--- src/hdl/ncmq_pkg.sv ---
// Shared types and constants for the nearest cost minimum query block.
package ncmq_pkg;

    localparam int POS_W            = 9;
    localparam int PRICE_W          = 30;
    localparam int COST_W           = 31;
    localparam int MAX_POSITIONS_DEF = 256;
    localparam int APB_ADDR_W       = 3;
    localparam int APB_DATA_W       = 32;

    localparam logic [POS_W-1:0] POS_IN_USE_RESET = POS_W'(256);

    typedef enum logic
    {
        CMD_SET   = 1'b0,
        CMD_QUERY = 1'b1
    } cmd_t;

    typedef enum logic
    {
        REG_POS_IN_USE = 1'b0
    } reg_idx_t;

    // One item traveling down the cell chain, with the running minimum.
    typedef struct packed
    {
        logic                 valid;
        cmd_t                 cmd;
        logic [POS_W-1:0]     pos;
        logic [PRICE_W-1:0]   price;
        logic [COST_W-1:0]    best;
        logic                 found;
    } token_t;

endpackage

--- src/hdl/ncmq_cell.sv ---
// One position cell: holds a price and loaded mark, updates the passing token.
module ncmq_cell #(
    parameter int CELL_POS = 1,
    parameter int CPOS_W   = 9
) (
    input  logic                   clk,
    input  logic                   rst_n,
    input  logic                   advance,
    input  logic [CPOS_W-1:0]      active_count,
    input  ncmq_pkg::token_t       tok_in,
    output ncmq_pkg::token_t       tok_out
);
    import ncmq_pkg::*;

    localparam logic [CPOS_W-1:0] MY_POS = CPOS_W'(CELL_POS);

    logic [PRICE_W-1:0] price_reg;
    logic               loaded_reg;
    token_t             tok_reg;
    token_t             tok_next;
    logic [CPOS_W-1:0]  pos_ext;
    logic [CPOS_W-1:0]  dist_full;
    logic [COST_W-1:0]  cost;
    logic               hit;

    assign pos_ext   = CPOS_W'(tok_in.pos);
    assign hit       = (pos_ext == MY_POS);
    assign dist_full = (MY_POS >= pos_ext) ? (MY_POS - pos_ext) : (pos_ext - MY_POS);
    // A cell that takes part in a query lies within 1..511, so nine bits of distance suffice.
    assign cost      = {1'b0, price_reg} + COST_W'(dist_full[POS_W-1:0]);

    always_comb
    begin
        tok_next = tok_in;
        if (tok_in.valid && (tok_in.cmd == CMD_QUERY) && loaded_reg
            && (MY_POS <= active_count))
        begin
            if (!tok_in.found || (cost < tok_in.best))
            begin
                tok_next.best  = cost;
                tok_next.found = 1'b1;
            end
        end
    end

    always_ff @(posedge clk or negedge rst_n)
    begin
        if (!rst_n)
        begin
            loaded_reg <= 1'b0;
            price_reg  <= '0;
            tok_reg    <= '0;
        end
        else if (advance)
        begin
            tok_reg <= tok_next;
            if (tok_in.valid && (tok_in.cmd == CMD_SET) && hit)
            begin
                loaded_reg <= 1'b1;
                price_reg  <= tok_in.price;
            end
        end
    end

    assign tok_out = tok_reg;

endmodule

--- config.mk ---
export PLATFORM = sky130hd
export DESIGN_NAME = ncmq_cell
export DESIGN_NICKNAME = d
export VERILOG_FILES = /design/src/hdl/ncmq_pkg.sv /design/src/hdl/ncmq_cell.sv
export SDC_FILE = /design/constraint.sdc
export NUM_CORES = 1
export LEC_CHECK = 0
export BUFFER_PORTS_ARGS = -buffer_cell sky130_fd_sc_hd__buf_2
export CAP_MARGIN = 40
export CORE_MARGIN = 10
export CORE_UTILIZATION = 58
export CTS_CLUSTER_SIZE = 28
export DETAILED_ROUTE_END_ITERATION = 16
export PLACE_DENSITY = 0.91
export SETUP_SLACK_MARGIN = 0.5
export SYNTH_ARGS = -nofsm -noshare
export SYNTH_HDL_FRONTEND = slang
export SYNTH_SLANG_ARGS = --single-unit
--- constraint.sdc ---
create_clock -name clk -period 12.4 [get_ports clk]
set_input_delay 1.24 -clock clk [delete_from_list [all_inputs] [get_ports clk]]
set_output_delay 1.24 -clock clk [all_outputs]
set_load 0.02 [all_outputs]
==> metrics.md <==
| Metric | Value |
|---|---|
| Status | `complete, no violations` |
| Vias | `4892` |
| TritonCTS clock tree | `built` |
| Met3 routed WL | `1.13 mm` |
| Post-synthesis net count | `700` |
| Fmax | `147 MHz` |
| Yosys top cell by area | `dfrtp_1` |
| Finished Core Util | `69.6%` |
| Maximum vdd drop | `0.0000792 V` |
| Worst setup SP type | `input port` |
| Synth top area cells | `dfrtp_1, mux2_2, ha_1` |
| Reg-to-reg startpoint | `price_reg[0]` |
| Least-Margin Pin Slew | `0.783 ns` |
| Initial core utilization | `59.1%` |
| CTS Buffer Depth | `2` |
| Clock-pin slew on the worst setup and hold paths | `0.09 ns` |
| Initial antenna violation count | `0` |
| Largest net degree at the start of global routing | `65` |
| DRT Wirelength | `16.0 mm` |
| Unique cell type count in the Yosys netlist | `50` |
| Routed WL per cell | `18.5 um` |
| Cell area after synthesis | `6040 um2` |
| Worst Clk Skew | `0.00941 ns` |
| Pwr/cell area | `101 nW/um2` |
| Critical-path maximum fanout | `32` |
| Worst Hold Depth | `1` |
| Sink Count | `104` |
| Placed cell count | `848` |
| Htree depth | `3` |
| Seq/Total Area, Yosys | `43.1%` |
| Syn_area_per_cell | `10.6 um2` |
| Top Layer Used | `met4` |
| Synth Warn # | `0` |
| Endpoints failing hold | `0` |
| Num rows | `37` |
| Die height | `122 um` |
| EDFF count, synth | `0` |
| Iteration-0 DRC Markers | `331` |
| Clock Tree Root | `clkbuf_8` |
| Hold worst-path end | `loaded_reg` |
| Final ANT Viol Nets | `0` |
| Core area | `10200 um2` |
| DR pass1 iterations | `8` |
| Post-CTS Repair Setup Buffers | `0` |
| Reg2reg setup slack | `7.57 ns` |
| Worst-case reg-to-reg path depth | `17` |
| Ratio of final minimum period to clock period | `54.8%` |
| Share of layout cells above drive strength 1 | `35.6%` |
| Max Cap Violations | `0` |
| Fin nets | `852` |
| Worst slew margin | `47.8%` |
| CP Data Required Time | `12.65 ns` |
| Die W | `122 um` |
| CTS resizes | `0` |
| DP Wirelength | `12.7 mm` |
| IO Port Bufs | `157` |
| Num ports | `158` |
| Most frequent cells in the layout | `buf_2, dfrtp_1, mux2_2, nand2_1, ha_1` |
| Ys async rst share | `100%` |
| Via/cell ratio | `5.67` |
| Insertion delay to the later sink of the worst-skew pair | `0.36 ns` |
| First-pass GRT wire length | `25.7 mm` |
| GR Overflow Total | `0` |
| Metal-1 WL | `6.67 mm` |
| Ant. Diodes | `0` |
| Max Slew Vio Count | `0` |
| Commonest non-fill, non-tap cell in the layout | `buf_2` |
| RSZ-0062 raised after global routing | `false` |
| Number of global-route vias before repair | `5198` |
| Max reg flops | `73` |
| Met2 WL | `7.88 mm` |
| Worst Min Path Start | `loaded_reg` |
| Die Area | `14900 um2` |
| Hold WC Path Type | `reg -> reg` |
| Synth Flop Type | `dfrtp_1` |
| Crit path arrival time | `7.04 ns` |
| Synthesized flop and latch total | `104` |
| Synth Instances | `571` |
| # DRC | `0` |
| CP Capture Type | `flip-flop` |
| Synthesis-to-finish area growth | `17.8%` |
| Setup CP Type | `in -> reg` |
| Synth top area share | `43.1%` |
| CTS Buf Count | `9` |
| Hold-fix buffers, CTS | `0` |
| TNS Setup | `0 ns` |
| RD Place Congestion | `0.898` |
| Endpoints failing setup | `0` |
| Total GRT Usage | `21.3%` |
| Post-route minimum period | `6.79 ns` |
| FF-to-FF End | `tok_out[30]` |
| Pleak | `3.55 nW` |
| Non-Filler Instances | `863` |
## Yosys cell counts (all sizes together), types with 2 or more instances
cell type  number
dfrtp         104
mux2           68
xnor2          18
a211o           2
clkbuf         16
a2111oi         2
inv            41
a31oi           2
ha             43
nand2          49
xor2           16
a221oi          2
o31ai           2
o21ai          36
a21oi          32
mux2i          30
a211oi          7
nand3          16
nand4           6
and3            6
nor2           20
a21o            3
nor3            9
o21a            2
nor2b           5
buf             6
or3             3
or2             4
and4            2
nor4            4
## area by class of cell
| class | instances | area [um2] |
|---|---|---|
| Fill cell | 784 | 3110 |
| Clock inverter | 6 | 45.0 |
| Inverter | 42 | 158 |
| Timing Repair Buffer | 163 | 853 |
| Clock buffer | 9 | 124 |
| Multi-Input combinational cell | 403 | 3170 |
| Sequential cell | 104 | 2600 |
| Tap cell | 136 | 170 |
## critical path: stages
cell      delay, ns
buf_2          0.13
nor4_1         0.36
nor2b_1        0.22
nand3b_1       0.23
nor4_1         0.33
a21oi_1        0.12
nor3b_1        0.17
xor2_1         0.15
ha_1           0.36
nand2_1        0.09
a21bo_2        0.22
a31oi_1        0.49
o21ai_0        0.29
nor3_1         0.34
ha_1           0.31
nand4_1        0.13
nor3_1         0.08
a221o_1        0.32
a211o_1        0.30
a221oi_4       0.27
buf_4          0.48
mux2i_1        0.30
o21ai_1        0.08
## per-layer routing
metal	vias up	global-route usage (%)
li1	2319	-
met1	2385	26.5
met2	165	36.0
met3	23	5.04
met4	0	6.11
met5	-	0
## power breakdown
group	internal, mW	switching, mW	leakage (nW)	total [mW]
logic	0.0615	0.0937	2.19	0.155
registers	0.362	0.0129	1.27	0.375
clock network	0.0734	0.116	0.0898	0.189
## how the worst max path moves through the flow
stage | from | slack, ns | to | depth (start not counted)
global placement | tok_in[68] | 5.41 | tok_out[30] | 23
global route | tok_in[68] | 5.21 | tok_out[5] | 22
detailed placement | tok_in[68] | 5.31 | tok_out[3] | 23
CTS | tok_in[68] | 5.70 | tok_out[3] | 23
floorplan | tok_in[68] | 6.23 | tok_out[31] | 22
finish | tok_in[68] | 5.61 | tok_out[30] | 23
## through the flow
stage	instance area [um2]	hold slack [ns]	setup WS (ns)	total power, mW
2_1_floorplan	6040	0.440	6.23	0.469
3_3_place_gp	6920	0.452	5.41	0.528
3_5_place_dp	6950	0.470	5.31	0.537
4_1_cts	7120	0.492	5.70	0.727
5_1_grt	7120	0.511	5.21	0.757
6_report	7120	0.493	5.61	0.720
## logic make-up after synthesis
family                   count (synthesis)  synth area share, %
AO/OA/AOI/OAI                           99                 10.5
buffers and inverters                   64                 4.51
adder cells (fa/ha/maj)                 44                 9.23
multiplexers                            98                 17.6
XOR/XNOR                                34                 4.93
flip-flops                             104                 43.1
AND/OR/NAND/NOR                        128                 10.1
Note: power is estimated with default switching activity, not from simulation.
